==> config.mk <==
export PLATFORM = sky130hd
export DESIGN_NAME = omf_record_deframer_flat
export DESIGN_NICKNAME = d
export VERILOG_FILES = /design/src/hdl/omfrd_pkg.sv /design/src/hdl/omfrd_if.sv /design/src/hdl/omfrd_parser.sv /design/src/hdl/omf_record_deframer.sv /design/src/flat_wrapper.sv
export SDC_FILE = /design/constraint.sdc
export NUM_CORES = 1
export LEC_CHECK = 0
export ABC_AREA = 1
export BUFFER_PORTS_ARGS = -buffer_cell sky130_fd_sc_hd__buf_4
export CAP_MARGIN = 20
export CORE_UTILIZATION = 40
export DETAILED_ROUTE_END_ITERATION = 10
export PLACE_DENSITY_LB_ADDON = 0.12
export SLEW_MARGIN = 15
export SYNTH_ARGS = -nofsm -noshare
export SYNTH_HDL_FRONTEND = slang
export SYNTH_SLANG_ARGS = --single-unit
==> constraint.sdc <==
create_clock -name clk_i -period 8.8 [get_ports clk_i]
set_input_delay 0.44 -clock clk_i [delete_from_list [all_inputs] [get_ports clk_i]]
set_output_delay 0.44 -clock clk_i [all_outputs]
set_load 0.02 [all_outputs]
==> src/hdl/omfrd_pkg.sv <==
// omfrd_pkg: shared types, codes and helpers of the object record deframer
// no dependencies; imported by the parser, the top level and the testbench

package omfrd_pkg;

  typedef enum logic [2:0] {
    PH_TYPE    = 3'd0,
    PH_LEN_LO  = 3'd1,
    PH_LEN_HI  = 3'd2,
    PH_BODY    = 3'd3,
    PH_STOPPED = 3'd4,
    PH_HALTED  = 3'd5
  } phase_e;

  typedef enum logic [3:0] {
    ST_PROGRESS    = 4'd0,
    ST_OK          = 4'd1,
    ST_STOPPED     = 4'd2,
    ST_NULL        = 4'd3,
    ST_EOF         = 4'd4,
    ST_CHECKSUM    = 4'd5,
    ST_TOO_LARGE   = 4'd6,
    ST_TRUNCATED   = 4'd7,
    ST_DUP_LIBHEAD = 4'd8,
    ST_HALTED      = 4'd9
  } status_e;

  localparam logic [7:0]  TYPE_LIBHEAD  = 8'hF0;
  localparam logic [7:0]  TYPE_LIBEND   = 8'hF1;
  localparam logic [7:0]  TYPE_MODEND   = 8'h8A;
  localparam logic [7:0]  MODEND_MASK   = 8'hFE;
  localparam logic [16:0] HEADER_BYTES  = 17'd3;
  localparam logic [15:0] MIN_CAPACITY  = 16'd16;
  localparam logic [15:0] RESET_CAPACITY = 16'd1024;

  typedef struct packed {
    status_e     status;
    logic [7:0]  record_type;
    logic [7:0]  payload_byte;
    logic        payload_valid;
    logic [15:0] payload_index;
    logic [15:0] record_length;
    logic [31:0] record_offset;
    logic [16:0] block_size;
  } result_t;

  function automatic logic ends_module(input logic [7:0] t);
    return (t == TYPE_LIBEND) || ((t & MODEND_MASK) == TYPE_MODEND);
  endfunction

endpackage

==> src/hdl/omfrd_if.sv <==
// omfrd_if: valid/ready channel interfaces for stream bytes, result words
// and the capacity register write; no dependencies

interface omfrd_in_if;
  logic       valid;
  logic       ready;
  logic [7:0] data_byte;
  logic       end_of_input;

  modport source (output valid, output data_byte, output end_of_input, input ready);
  modport sink   (input valid, input data_byte, input end_of_input, output ready);
endinterface

interface omfrd_out_if;
  logic        valid;
  logic        ready;
  logic [3:0]  status;
  logic [7:0]  record_type;
  logic [7:0]  payload_byte;
  logic        payload_valid;
  logic [15:0] payload_index;
  logic [15:0] record_length;
  logic [31:0] record_offset;
  logic [16:0] block_size;

  modport source (output valid, output status, output record_type, output payload_byte,
                  output payload_valid, output payload_index, output record_length,
                  output record_offset, output block_size, input ready);
  modport sink   (input valid, input status, input record_type, input payload_byte,
                  input payload_valid, input payload_index, input record_length,
                  input record_offset, input block_size, output ready);
endinterface

interface omfrd_cfg_if;
  logic        valid;
  logic        ready;
  logic [15:0] data;

  modport source (output valid, output data, input ready);
  modport sink   (input valid, input data, output ready);
endinterface

==> src/hdl/omfrd_parser.sv <==
// omfrd_parser: record parse state and per-byte next-state / result logic
// depends on omfrd_pkg; the result is registered by the top level

module omfrd_parser import omfrd_pkg::*; (
  input  logic        clk_i,
  input  logic        rst_ni,
  input  logic        accept_i,
  input  logic [7:0]  data_byte_i,
  input  logic        end_of_input_i,
  input  logic [15:0] capacity_i,
  output result_t     result_o
);

  phase_e      phase_q, phase_d;
  logic [7:0]  type_q, type_d;
  logic [15:0] len_q, len_d;
  logic [15:0] seen_q, seen_d;
  logic [7:0]  sum_q, sum_d;
  logic [16:0] lib_q, lib_d;
  logic [31:0] pos_q, pos_d;
  logic [31:0] start_q, start_d;

  logic [15:0] cap;
  logic [15:0] len_full;
  logic [7:0]  sum_new;
  logic        hdr_null;
  logic        too_large;
  logic        more_body;
  logic        cks_bad;
  logic        dup_lib;

  assign cap       = (capacity_i < MIN_CAPACITY) ? MIN_CAPACITY : capacity_i;
  assign len_full  = {data_byte_i, len_q[7:0]};
  assign sum_new   = sum_q + data_byte_i;
  assign hdr_null  = (type_q == 8'd0) || (len_full == 16'd0);
  assign too_large = len_full > cap;
  // seen + 1 < len, done without the overflow
  assign more_body = ({1'b0, seen_q} + 17'd1) < {1'b0, len_q};
  assign cks_bad   = (data_byte_i != 8'd0) && (sum_new != 8'd0);
  assign dup_lib   = (type_q == TYPE_LIBHEAD) && (lib_q != 17'd0);

  // next phase
  always_comb begin
    phase_d = phase_q;
    if (phase_q != PH_HALTED && phase_q != PH_STOPPED) begin
      if (end_of_input_i) begin
        phase_d = (phase_q == PH_BODY) ? PH_HALTED : PH_TYPE;
      end else begin
        case (phase_q)
          PH_TYPE:   phase_d = PH_LEN_LO;
          PH_LEN_LO: phase_d = PH_LEN_HI;
          PH_LEN_HI: begin
            if (hdr_null) phase_d = PH_TYPE;
            else if (too_large) phase_d = PH_HALTED;
            else phase_d = PH_BODY;
          end
          PH_BODY: begin
            if (more_body) phase_d = PH_BODY;
            else if (cks_bad || dup_lib) phase_d = PH_HALTED;
            else phase_d = ends_module(type_q) ? PH_STOPPED : PH_TYPE;
          end
          default: phase_d = PH_HALTED;
        endcase
      end
    end
  end

  // datapath and result word
  always_comb begin
    type_d  = type_q;
    len_d   = len_q;
    seen_d  = seen_q;
    sum_d   = sum_q;
    lib_d   = lib_q;
    pos_d   = pos_q;
    start_d = start_q;
    result_o = '0;
    result_o.status = ST_PROGRESS;
    if (phase_q == PH_HALTED) begin
      result_o.status = ST_HALTED;
    end else if (phase_q == PH_STOPPED) begin
      result_o.status = ST_STOPPED;
    end else if (end_of_input_i) begin
      result_o.status = (phase_q == PH_BODY) ? ST_TRUNCATED : ST_EOF;
    end else begin
      pos_d = pos_q + 32'd1;
      case (phase_q)
        PH_TYPE: begin
          start_d = pos_q;
          type_d  = data_byte_i;
          sum_d   = data_byte_i;
        end
        PH_LEN_LO: begin
          len_d = {8'd0, data_byte_i};
          sum_d = sum_new;
        end
        PH_LEN_HI: begin
          len_d = len_full;
          sum_d = sum_new;
          if (hdr_null) result_o.status = ST_NULL;
          else if (too_large) result_o.status = ST_TOO_LARGE;
          else seen_d = 16'd0;
        end
        default: begin
          sum_d = sum_new;
          if (more_body) begin
            result_o.payload_byte  = data_byte_i;
            result_o.payload_valid = 1'b1;
            result_o.payload_index = seen_q;
            seen_d = seen_q + 16'd1;
          end else if (cks_bad) begin
            result_o.status = ST_CHECKSUM;
          end else if (dup_lib) begin
            result_o.status = ST_DUP_LIBHEAD;
          end else begin
            if (type_q == TYPE_LIBHEAD) lib_d = {1'b0, len_q} + HEADER_BYTES;
            result_o.status        = ST_OK;
            result_o.record_length = len_q - 16'd1;
          end
        end
      endcase
    end
    result_o.record_type   = type_d;
    result_o.record_offset = start_d;
    result_o.block_size    = lib_d;
  end

  always_ff @(posedge clk_i or negedge rst_ni) begin
    if (!rst_ni) begin
      phase_q <= PH_TYPE;
      type_q  <= '0;
      len_q   <= '0;
      seen_q  <= '0;
      sum_q   <= '0;
      lib_q   <= '0;
      pos_q   <= '0;
      start_q <= '0;
    end else if (accept_i) begin
      phase_q <= phase_d;
      type_q  <= type_d;
      len_q   <= len_d;
      seen_q  <= seen_d;
      sum_q   <= sum_d;
      lib_q   <= lib_d;
      pos_q   <= pos_d;
      start_q <= start_d;
    end
  end

  a_halt_sticky: assert property (@(posedge clk_i) disable iff (!rst_ni)
    phase_q == PH_HALTED |=> phase_q == PH_HALTED)
    else $error("left halted phase");

  a_eof_no_advance: assert property (@(posedge clk_i) disable iff (!rst_ni)
    accept_i && end_of_input_i |=> $stable(pos_q))
    else $error("stream position moved on end of input");

  a_body_in_range: assert property (@(posedge clk_i) disable iff (!rst_ni)
    phase_q == PH_BODY |-> seen_q < len_q)
    else $error("body byte count ran past record length");

endmodule

==> src/hdl/omf_record_deframer.sv <==
// Object record deframer. One stream byte (or an end-of-input mark) is taken per
// cycle and one result word comes out per item from an output register loaded on
// acceptance; a new byte is accepted whenever that register is empty or is being
// read in the same cycle, so while the receiver holds ready high the sustained
// rate is one item per clock with no bubbles. The parse/checksum update in
// omfrd_parser is combinational. The capacity register resets to 1024 and is
// written through cfg_i (always ready); write it only while no item is in flight.
// depends on omfrd_pkg, omfrd_if and omfrd_parser

module omf_record_deframer import omfrd_pkg::*; (
  input  logic         clk_i,
  input  logic         rst_ni,
  omfrd_in_if.sink     in_i,
  omfrd_out_if.source  out_o,
  omfrd_cfg_if.sink    cfg_i
);

  logic [15:0] capacity_q;
  logic        out_valid_q;
  result_t     out_q;
  result_t     result;
  logic        accept;

  assign in_i.ready  = !out_valid_q || out_o.ready;
  assign accept      = in_i.valid && in_i.ready;
  assign cfg_i.ready = 1'b1;

  omfrd_parser u_parser (
    .clk_i          (clk_i),
    .rst_ni         (rst_ni),
    .accept_i       (accept),
    .data_byte_i    (in_i.data_byte),
    .end_of_input_i (in_i.end_of_input),
    .capacity_i     (capacity_q),
    .result_o       (result)
  );

  always_ff @(posedge clk_i or negedge rst_ni) begin
    if (!rst_ni) begin
      capacity_q <= RESET_CAPACITY;
    end else if (cfg_i.valid) begin
      capacity_q <= cfg_i.data;
    end
  end

  always_ff @(posedge clk_i or negedge rst_ni) begin
    if (!rst_ni) begin
      out_valid_q <= 1'b0;
    end else if (accept) begin
      out_valid_q <= 1'b1;
    end else if (out_o.ready) begin
      out_valid_q <= 1'b0;
    end
  end

  always_ff @(posedge clk_i) begin
    if (accept) begin
      out_q <= result;
    end
  end

  assign out_o.valid         = out_valid_q;
  assign out_o.status        = out_q.status;
  assign out_o.record_type   = out_q.record_type;
  assign out_o.payload_byte  = out_q.payload_byte;
  assign out_o.payload_valid = out_q.payload_valid;
  assign out_o.payload_index = out_q.payload_index;
  assign out_o.record_length = out_q.record_length;
  assign out_o.record_offset = out_q.record_offset;
  assign out_o.block_size    = out_q.block_size;

  // a held word must never be overwritten
  a_no_overwrite: assert property (@(posedge clk_i) disable iff (!rst_ni)
    out_valid_q && !out_o.ready |-> !in_i.ready)
    else $error("input accepted over a pending result");

  a_payload_progress: assert property (@(posedge clk_i) disable iff (!rst_ni)
    out_valid_q && out_q.payload_valid |-> out_q.status == ST_PROGRESS)
    else $error("payload word with non-progress status");

  a_length_only_ok: assert property (@(posedge clk_i) disable iff (!rst_ni)
    out_valid_q && out_q.status != ST_OK |-> out_q.record_length == 16'd0)
    else $error("record length reported outside record ok");

endmodule

==> src/flat_wrapper.sv <==
// flat-port wrapper written by rule: the top's interface ports become plain ports
module omf_record_deframer_flat import omfrd_pkg::*;
  (clk_i, rst_ni, in_i_valid, in_i_data_byte, in_i_end_of_input, in_i_ready, out_o_valid, out_o_status, out_o_record_type, out_o_payload_byte, out_o_payload_valid, out_o_payload_index, out_o_record_length, out_o_record_offset, out_o_block_size, out_o_ready, cfg_i_valid, cfg_i_data, cfg_i_ready);
  omfrd_in_if in_i_i ();
  omfrd_out_if out_o_i ();
  omfrd_cfg_if cfg_i_i ();
  input  logic clk_i;
  input  logic rst_ni;
  input wire logic [$bits(in_i_i.valid)-1:0] in_i_valid;
  input wire logic [$bits(in_i_i.data_byte)-1:0] in_i_data_byte;
  input wire logic [$bits(in_i_i.end_of_input)-1:0] in_i_end_of_input;
  output wire logic [$bits(in_i_i.ready)-1:0] in_i_ready;
  output wire logic [$bits(out_o_i.valid)-1:0] out_o_valid;
  output wire logic [$bits(out_o_i.status)-1:0] out_o_status;
  output wire logic [$bits(out_o_i.record_type)-1:0] out_o_record_type;
  output wire logic [$bits(out_o_i.payload_byte)-1:0] out_o_payload_byte;
  output wire logic [$bits(out_o_i.payload_valid)-1:0] out_o_payload_valid;
  output wire logic [$bits(out_o_i.payload_index)-1:0] out_o_payload_index;
  output wire logic [$bits(out_o_i.record_length)-1:0] out_o_record_length;
  output wire logic [$bits(out_o_i.record_offset)-1:0] out_o_record_offset;
  output wire logic [$bits(out_o_i.block_size)-1:0] out_o_block_size;
  input wire logic [$bits(out_o_i.ready)-1:0] out_o_ready;
  input wire logic [$bits(cfg_i_i.valid)-1:0] cfg_i_valid;
  input wire logic [$bits(cfg_i_i.data)-1:0] cfg_i_data;
  output wire logic [$bits(cfg_i_i.ready)-1:0] cfg_i_ready;
  assign in_i_i.valid = in_i_valid;
  assign in_i_i.data_byte = in_i_data_byte;
  assign in_i_i.end_of_input = in_i_end_of_input;
  assign in_i_ready = in_i_i.ready;
  assign out_o_valid = out_o_i.valid;
  assign out_o_status = out_o_i.status;
  assign out_o_record_type = out_o_i.record_type;
  assign out_o_payload_byte = out_o_i.payload_byte;
  assign out_o_payload_valid = out_o_i.payload_valid;
  assign out_o_payload_index = out_o_i.payload_index;
  assign out_o_record_length = out_o_i.record_length;
  assign out_o_record_offset = out_o_i.record_offset;
  assign out_o_block_size = out_o_i.block_size;
  assign out_o_i.ready = out_o_ready;
  assign cfg_i_i.valid = cfg_i_valid;
  assign cfg_i_i.data = cfg_i_data;
  assign cfg_i_ready = cfg_i_i.ready;
  omf_record_deframer u_core (.clk_i(clk_i), .rst_ni(rst_ni), .in_i(in_i_i), .out_o(out_o_i), .cfg_i(cfg_i_i));
endmodule
==> results of run 1 <==
==> where the power goes <==
group | switching, mW | total (mW) | leakage [nW] | internal [mW]
clock network | 0.475 | 1.15 | 0.450 | 0.670
registers | 0.211 | 1.70 | 2.75 | 1.49
logic | 0.887 | 1.37 | 3.76 | 0.484
total | 1.57 | 4.22 | 6.96 | 2.65
==> through the flow <==
step,power (mW),util (%),hold WS [ns]
detailed placement,3.09,45.2,0.461
finish,4.22,48.2,-0.0350
global route,4.53,48.2,0.0462
global placement,3.07,45.2,0.461
CTS,4.26,48.2,0.00413
floorplan,2.68,-,0.144
==> area by class of cell <==
cell class / count / area (sq um)
Multi-Input combinational cell: 899 / 4890
Sequential cell: 251 / 6790
Timing Repair Buffer: 136 / 1020
Clock inverter: 11 / 114
Inverter: 184 / 696
Clock buffer: 41 / 810
Tap cell: 396 / 495
Fill cell: 2958 / 15900
==> cells in the final DEF, fill, tap and decap left out, types with 5 or more instances in the layout <==
cell type	instances
a21oi_1	39
a31oi_1	6
buf_4	135
clkbuf_1	7
clkbuf_16	28
clkbuf_8	6
clkinv_2	6
dfrtp_1	148
edfxtp_1	102
ha_1	42
inv_1	174
inv_2	9
nand2_1	351
nand2_2	5
nand3_1	64
nand3_2	7
nand4_1	26
nor2_1	98
nor2_2	10
nor3_1	21
nor3_2	6
nor4_1	14
o211ai_1	5
o21ai_0	79
o21ai_1	10
o21ai_2	16
o22ai_1	8
xor2_1	60
==> critical path, cell delays in order (launching register included) <==
cell and delay (ns):
dfrtp_1 0.41, ha_1 0.23, nand3_2 0.13, nor2_2 0.22, inv_1 0.06, nor2_1 0.18, nand3_1 0.12, nor2_1 0.13
xor2_1 0.20, ha_1 0.27, a21oi_1 0.16, o211ai_1 0.14, nor2_4 0.16, nand3_4 0.21, o21ai_2 0.21, nand2_2 0.42
nand2_1 0.21, o21ai_2 0.07
==> path summary, 6_finish.rpt <==
path	startpoint	end	slack [ns]
max	u_core.u_parser.seen_q[0]$_DFFE_PN0P_	u_core.u_parser.seen_q[15]$_DFFE_PN0P_	5.09
min	rst_ni	u_core.u_parser.lib_q[2]$_DFFE_PN0P_	-0.03
min reg2reg	u_core.u_parser.pos_q[20]$_DFFE_PN0P_	u_core.u_parser.pos_q[20]$_DFFE_PN0P_	0.47
min in group clk_i	cfg_i_data[11]	u_core.capacity_q[11]$_DFFE_PN0P_	0.10
max in group asynchronous	rst_ni	u_core.u_parser.start_q[18]$_DFFE_PN0P_	7.49
max reg2reg	u_core.u_parser.seen_q[0]$_DFFE_PN0P_	u_core.u_parser.seen_q[15]$_DFFE_PN0P_	5.09
==> cells by family after synthesis <==
kind of cell	count (synthesis)	synth area share, %
compound gates	170	7.63
xor+xnor	62	4.32
fa+ha+maj	43	4.34
buf+inv	224	7.08
flops	251	54.0
mux	4	0.358
other cells	1	0.0298
simple gates	619	22.2
==> cells in the mapped netlist (2+ instances only) <==
library cell | number | area [sq um]
nor3_2 | 6 | 60.1
nand2_2 | 4 | 25.0
edfxtp_1 | 102 | 3060
buf_4 | 4 | 30.0
nand2_4 | 3 | 33.8
xor2_1 | 60 | 526
ha_1 | 42 | 526
nand3_2 | 7 | 70.1
clkbuf_1 | 20 | 75.1
nor3_1 | 21 | 105
a31oi_1 | 6 | 37.5
nor2_4 | 4 | 45.0
xnor2_1 | 2 | 17.5
nand4_1 | 26 | 163
o211ai_1 | 5 | 37.5
o22ai_1 | 8 | 50.1
nand3_1 | 64 | 320
inv_2 | 9 | 33.8
o21ai_1 | 10 | 50.1
o21a_1 | 2 | 15.0
o21ai_0 | 79 | 395
nor2_1 | 98 | 368
nand2_1 | 352 | 1320
nand3b_1 | 3 | 22.5
nor4_1 | 14 | 87.6
buf_1 | 5 | 18.8
o21ai_2 | 16 | 140
nor2_2 | 10 | 62.6
a21oi_1 | 39 | 195
mux2_2 | 4 | 45.0
buf_6 | 3 | 33.8
inv_1 | 174 | 653
dfrtp_1 | 148 | 3700
buf_2 | 8 | 40.0
==> sequential cells by signal (all words and copies together) (netlist names) <==
signal / count
u_core.u_parser.type_q: 8
u_core.u_parser.seen_q: 16
u_core.out_o.payload_byte: 8
u_core.out_o.valid: 1
u_core.u_parser.pos_q: 32
u_core.u_parser.len_q: 16
u_core.out_o.record_type: 8
u_core.out_o.record_length: 16
u_core.out_o.payload_index: 16
u_core.u_parser.sum_q: 8
u_core.out_o.block_size: 17
u_core.capacity_q: 16
u_core.out_o.payload_valid: 1
u_core.u_parser.phase_q: 3
u_core.out_o.status: 4
u_core.u_parser.start_q: 32
u_core.u_parser.lib_q: 17
u_core.out_o.record_offset: 32
==> metal layers <==
metal	vias up	GRT usage [%]	wire length (um)
met4	0	4.13	431
met5	-	0	0
met2	236	29.4	13200
met3	32	2.29	1550
met1	4506	29.2	14900
li1	4745	-	-
==> impl_metrics.env, run 1 <==
export IMPL_totalWireLength_mm=30.1
export IMPL_fin_hold_ws_ns=-0.0350
export IMPL_worstSetupPathType="reg -> reg"
export IMPL_clockBufferDepth=3
export IMPL_dp_cells=1866
export IMPL_fmax_mhz=269
export IMPL_netlist_area_sq_um=12600
export IMPL_area_growth_syn_to_layout_pct=17.9
export IMPL_cp_end_kind="flop"
export IMPL_place_area_sq_um=13900
export IMPL_clk_pin_slew_ns=0.06
export IMPL_drt_drc_violations_left=30
export IMPL_cts_made_buffers=28
export IMPL_critPathMaxFanout=32
export IMPL_cts_htree_levels=1
export IMPL_synth_ff_type="dfrtp_1"
export IMPL_final_hold_viol_count=16
export IMPL_slew_viol_final=0
export IMPL_initial_utilization_pct=40.9
export IMPL_cts_setup_buffers=0
export IMPL_nNetsFinal=1573
export IMPL_tns_ns=0
export IMPL_drtAntennaViolNets=0
export IMPL_max_slew_margin_rel_pct=39.7
export IMPL_die_x_um=179
export IMPL_grt_pass1_vias=9097
export IMPL_grt_use_total_pct=19.3
export IMPL_cts_sinks=251
export IMPL_grt_antenna_before_repair=0
export IMPL_instances_no_fill=1918
export IMPL_synth_cell_types=50
export IMPL_worstMarginPinSlew_ns=0.905
export IMPL_peakVddDrop_v=0.000150
export IMPL_rows=64
export IMPL_leakage_nw=6.96
export IMPL_async_flop_share_pct=59.4
export IMPL_grt_first_pass_wirelength_mm=48.5
export IMPL_cts_tree="done"
export IMPL_syn_nets=1447
export IMPL_setup_viol=0
export IMPL_setup_slack_ns=5.09
export IMPL_power_density_nw_per_um2=285
export IMPL_die_area_sq_um=32100
export IMPL_violations="design-rule violations, negative hold slack"
export IMPL_rr_worst_depth=17
export IMPL_ios=135
export IMPL_synth_edf_count=102
export IMPL_worstSkewPairLatency_ns=0.55
export IMPL_gp_congestion=0.844
export IMPL_grt_max_degree=89
export IMPL_status="complete, but fails checks"
export IMPL_ys_ff_latch=251
export IMPL_final_period_utilization_pct=42.2
export IMPL_ctsResizeCount=0
export IMPL_startpoint_type="flop"
export IMPL_avgRoutedWirePerCell_um=15.7
export IMPL_skew_ns=0.00995
export IMPL_dpl_worst_slack_ns=5.08
export IMPL_design_area_sq_um=14800
export IMPL_hpwlAfterDp_mm=21.4
export IMPL_ys_warn_count=0
export IMPL_root_buffer="clkbuf_16"
export IMPL_arrival_ns=4.12
export IMPL_vias=9519
export IMPL_min_period_ns=3.71
export IMPL_syn_avg_cell_area_sq_um=9.15
export IMPL_num_antenna_cells=0
export IMPL_crit_required_ns=9.21
export IMPL_drv_cap=0
export IMPL_via_per_inst=4.96
export IMPL_drt_iter0_markers=642
export IMPL_hp_class="in -> async"
export IMPL_port_buffer_count=133
export IMPL_netlist_instances=1374
export IMPL_post_route_cells_drive_above_1_share_pct=16.7
export IMPL_dr_pass1_iters=8
export IMPL_rsz0062_at_grt="false"
export IMPL_synth_seq_area_share_pct=54.0
export IMPL_die_height_um=179
export IMPL_holdBufCountCts=0
export IMPL_core_area_sq_um=30700
export IMPL_grt_overflow=0
Power figures use the tool's default switching activity.
==> run 2, diff against run 1 <==
- ABC_AREA: 1 -> 0
- clock period: 8.8 -> 3.8 ns (I/O delays scaled with it)
==> run 2 against run 1 <==
  * The run now ends clean
  * Register-to-register slack worse by 4.8 ns
  * Routed wire length down 5.0%
  * Total power up 97%
  * Critical path depth down 4
  * Via count down 8.9%
  * Area after synthesis down 2.6%
  * Die area down 2.6%
  * Cell count down 12%
  * Utilization up 1.8 points
  * Non-clock buffer count up 51
  * Largest cell class unchanged
  * Largest power group unchanged
==> impl_metrics.env, run 2 <==
export IMPL_die_area_sq_um=31300
export IMPL_nNetsFinal=1357
export IMPL_hpwlAfterDp_mm=19.7
export IMPL_layout_commonest_cell="nand2_1"
export IMPL_yosysTopAreaCell="dfrtp_1"
export IMPL_setup_viol=0
export IMPL_drtAntennaViolNets=0
export IMPL_clk_pin_slew_ns=0.06
export IMPL_async_flop_share_pct=59.4
export IMPL_area_growth_syn_to_layout_pct=22.2
export IMPL_dr_pass1_iters=4
export IMPL_cts_made_buffers=28
export IMPL_cts_tree="done"
export IMPL_synth_area_leaders="dfrtp_1 30%, edfxtp_1 25%, nand2_1 6.3%, xnor2_1 4.8%, ha_1 4.3%"
export IMPL_gp_congestion=0.843
export IMPL_cts_htree_levels=1
export IMPL_crit_required_ns=4.23
export IMPL_ios=135
export IMPL_peakVddDrop_v=0.000372
export IMPL_fmax_mhz=282
export IMPL_fin_util_pct=50.1
export IMPL_grt_first_pass_wirelength_mm=46.5
export IMPL_ys_warn_count=0
export IMPL_rr_worst_depth=13
export IMPL_worstMarginPinSlew_ns=0.860
export IMPL_drv_cap=0
export IMPL_grt_antenna_before_repair=0
export IMPL_worstSkewPairLatency_ns=0.54
export IMPL_totalWireLength_mm=28.6
export IMPL_startpoint_type="flop"
export IMPL_max_slew_margin_rel_pct=42.7
export IMPL_vias=8672
export IMPL_holdPathEnd="u_core.u_parser.len_q[6]$_DFFE_PN0P_"
export IMPL_core_area_sq_um=29900
export IMPL_port_buffer_count=133
export IMPL_initial_utilization_pct=41.0
export IMPL_grt_overflow=0
export IMPL_synth_common_cells="207 x nand2_1, 148 x dfrtp_1, 102 x edfxtp_1"
export IMPL_fin_hold_ws_ns=0.0229
export IMPL_hp_class="in -> reg"
export IMPL_netlist_instances=1113
export IMPL_cp_end_kind="flop"
export IMPL_status="complete, no violations"
export IMPL_final_hold_viol_count=0
export IMPL_grt_use_total_pct=18.8
export IMPL_synth_top_area_share_pct=30.3
export IMPL_drt_iter0_markers=395
export IMPL_via_per_inst=5.12
export IMPL_min_period_ns=3.55
export IMPL_slew_viol_final=0
export IMPL_cts_sinks=251
export IMPL_arrival_ns=3.98
export IMPL_ys_ff_latch=251
export IMPL_worstHoldPathCells=3
export IMPL_leakage_nw=6.66
export IMPL_clockBufferDepth=3
export IMPL_drt_drc_violations_left=0
export IMPL_post_route_cells_drive_above_1_share_pct=21.4
export IMPL_worstReg2RegEnd="u_core.u_parser.seen_q[13]$_DFFE_PN0P_"
export IMPL_grt_pass1_vias=8782
export IMPL_worstSetupPathType="reg -> reg"
export IMPL_grt_max_degree=84
export IMPL_synth_seq_area_share_pct=55.5
export IMPL_final_cell_mix="206 x nand2_1, 156 x buf_4, 148 x dfrtp_1"
export IMPL_syn_nets=1186
export IMPL_synth_ff_type="dfrtp_1"
export IMPL_syn_avg_cell_area_sq_um=11.0
export IMPL_die_x_um=177
export IMPL_netlist_area_sq_um=12200
export IMPL_synth_most_common_cell="nand2_1"
export IMPL_reg2reg_setup_slack_ns=0.25
export IMPL_num_antenna_cells=0
export IMPL_power_density_nw_per_um2=555
export IMPL_root_buffer="clkbuf_16"
export IMPL_die_height_um=177
export IMPL_synth_edf_count=102
export IMPL_r2r_start="u_core.u_parser.seen_q[5]$_DFFE_PN0P_"
export IMPL_final_period_utilization_pct=93.4
export IMPL_synth_cell_types=75
export IMPL_hold_start="in_i_data_byte[6]"
export IMPL_avgRoutedWirePerCell_um=16.9
export IMPL_critPathMaxFanout=16
export IMPL_skew_ns=0.0116
export IMPL_rows=63
[run 2: logic make-up (layout without fill, tap and decap cells)]
family | after synthesis | after routing | share of synthesized area, %
simple gates | 443 | 443 | 17.6
flops | 251 | 251 | 55.5
compound gates | 166 | 166 | 9.82
buf+inv | 85 | 277 | 2.78
xor+xnor | 77 | 77 | 5.51
mux | 47 | 47 | 4.31
fa+ha+maj | 43 | 43 | 4.46
other cells | 1 | 1 | 0.0306
[run 2: per-layer routing]
| metal | global-route usage, % | wire, um | vias up |
|---|---|---|---|
| met1 | 25.2 | 13200 | 4166 |
| met4 | 5.64 | 786 | 0 |
| met3 | 2.90 | 1230 | 47 |
| li1 | - | - | 4281 |
| met5 | 0 | 0 | - |
| met2 | 31.3 | 13400 | 178 |
[run 2: what timing repair did]
item                       CTS  global route
setup endpoints to repair    0            57
setup buffers                0             0
gates resized for setup      0             2
hold buffers                28             0
hold endpoints to repair   110             0
[run 2: area by class of cell]
class / count / area [sq um]
multi-input cells: 777 / 5130
fillers: 2773 / 14900
clock inverters: 13 / 125
inverters: 39 / 151
repair buffers: 187 / 1500
flip-flops and latches: 251 / 6790
clock buffers: 38 / 768
well taps: 390 / 488
[run 2: worst max-delay path by stage]
stage	slack [ns]	to	depth (start not counted)	startpoint
finish	0.25	u_core.u_parser.seen_q[13]$_DFFE_PN0P_	13	u_core.u_parser.seen_q[5]$_DFFE_PN0P_
CTS	0.14	u_core.out_o.record_length[13]$_SDFFCE_PP0P_	13	u_core.u_parser.seen_q[5]$_DFFE_PN0P_
detailed placement	0.16	u_core.out_o.record_length[13]$_SDFFCE_PP0P_	13	u_core.u_parser.seen_q[5]$_DFFE_PN0P_
floorplan	0.50	u_core.out_o.block_size[16]$_DFFE_PP_	15	u_core.u_parser.seen_q[2]$_DFFE_PN0P_
global route	-0.03	u_core.u_parser.seen_q[0]$_DFFE_PN0P_	13	u_core.u_parser.seen_q[5]$_DFFE_PN0P_
global placement	0.23	u_core.out_o.record_length[13]$_SDFFCE_PP0P_	13	u_core.u_parser.seen_q[5]$_DFFE_PN0P_
[run 2: worst max-delay path: stages (launching register included)]
cell	delay [ns]
dfrtp_1	0.39
and4_1	0.25
and3_1	0.27
and4_1	0.24
nand3_1	0.13
xnor2_1	0.17
ha_1	0.31
a21oi_1	0.15
nand2_1	0.06
a2111o_1	0.40
o21ai_1	0.18
and2_1	0.28
a21oi_2	0.25
a211o_1	0.35
[run 2: where the power goes]
group | internal, mW | switching [mW] | leakage, nW
clock network | 1.55 | 1.07 | 0.438
logic | 0.911 | 1.34 | 3.23
registers | 3.15 | 0.286 | 2.99
[run 2: per-stage QoR]
step | instance area (sq um) | cells | worst slack, ns | setup TNS [ns] | total power [mW]
5_1_grt | 15000 | 1695 | -0.0316 | -0.0319 | 8.82
2_1_floorplan | 12200 | 1113 | 0.495 | 0 | 4.96
3_5_place_dp | 13800 | 1616 | 0.165 | 0 | 5.73
6_report | 15000 | 1695 | 0.252 | 0 | 8.31
4_1_cts | 14900 | 1695 | 0.138 | 0 | 8.40
3_3_place_gp | 13800 | 1616 | 0.234 | 0 | 5.71
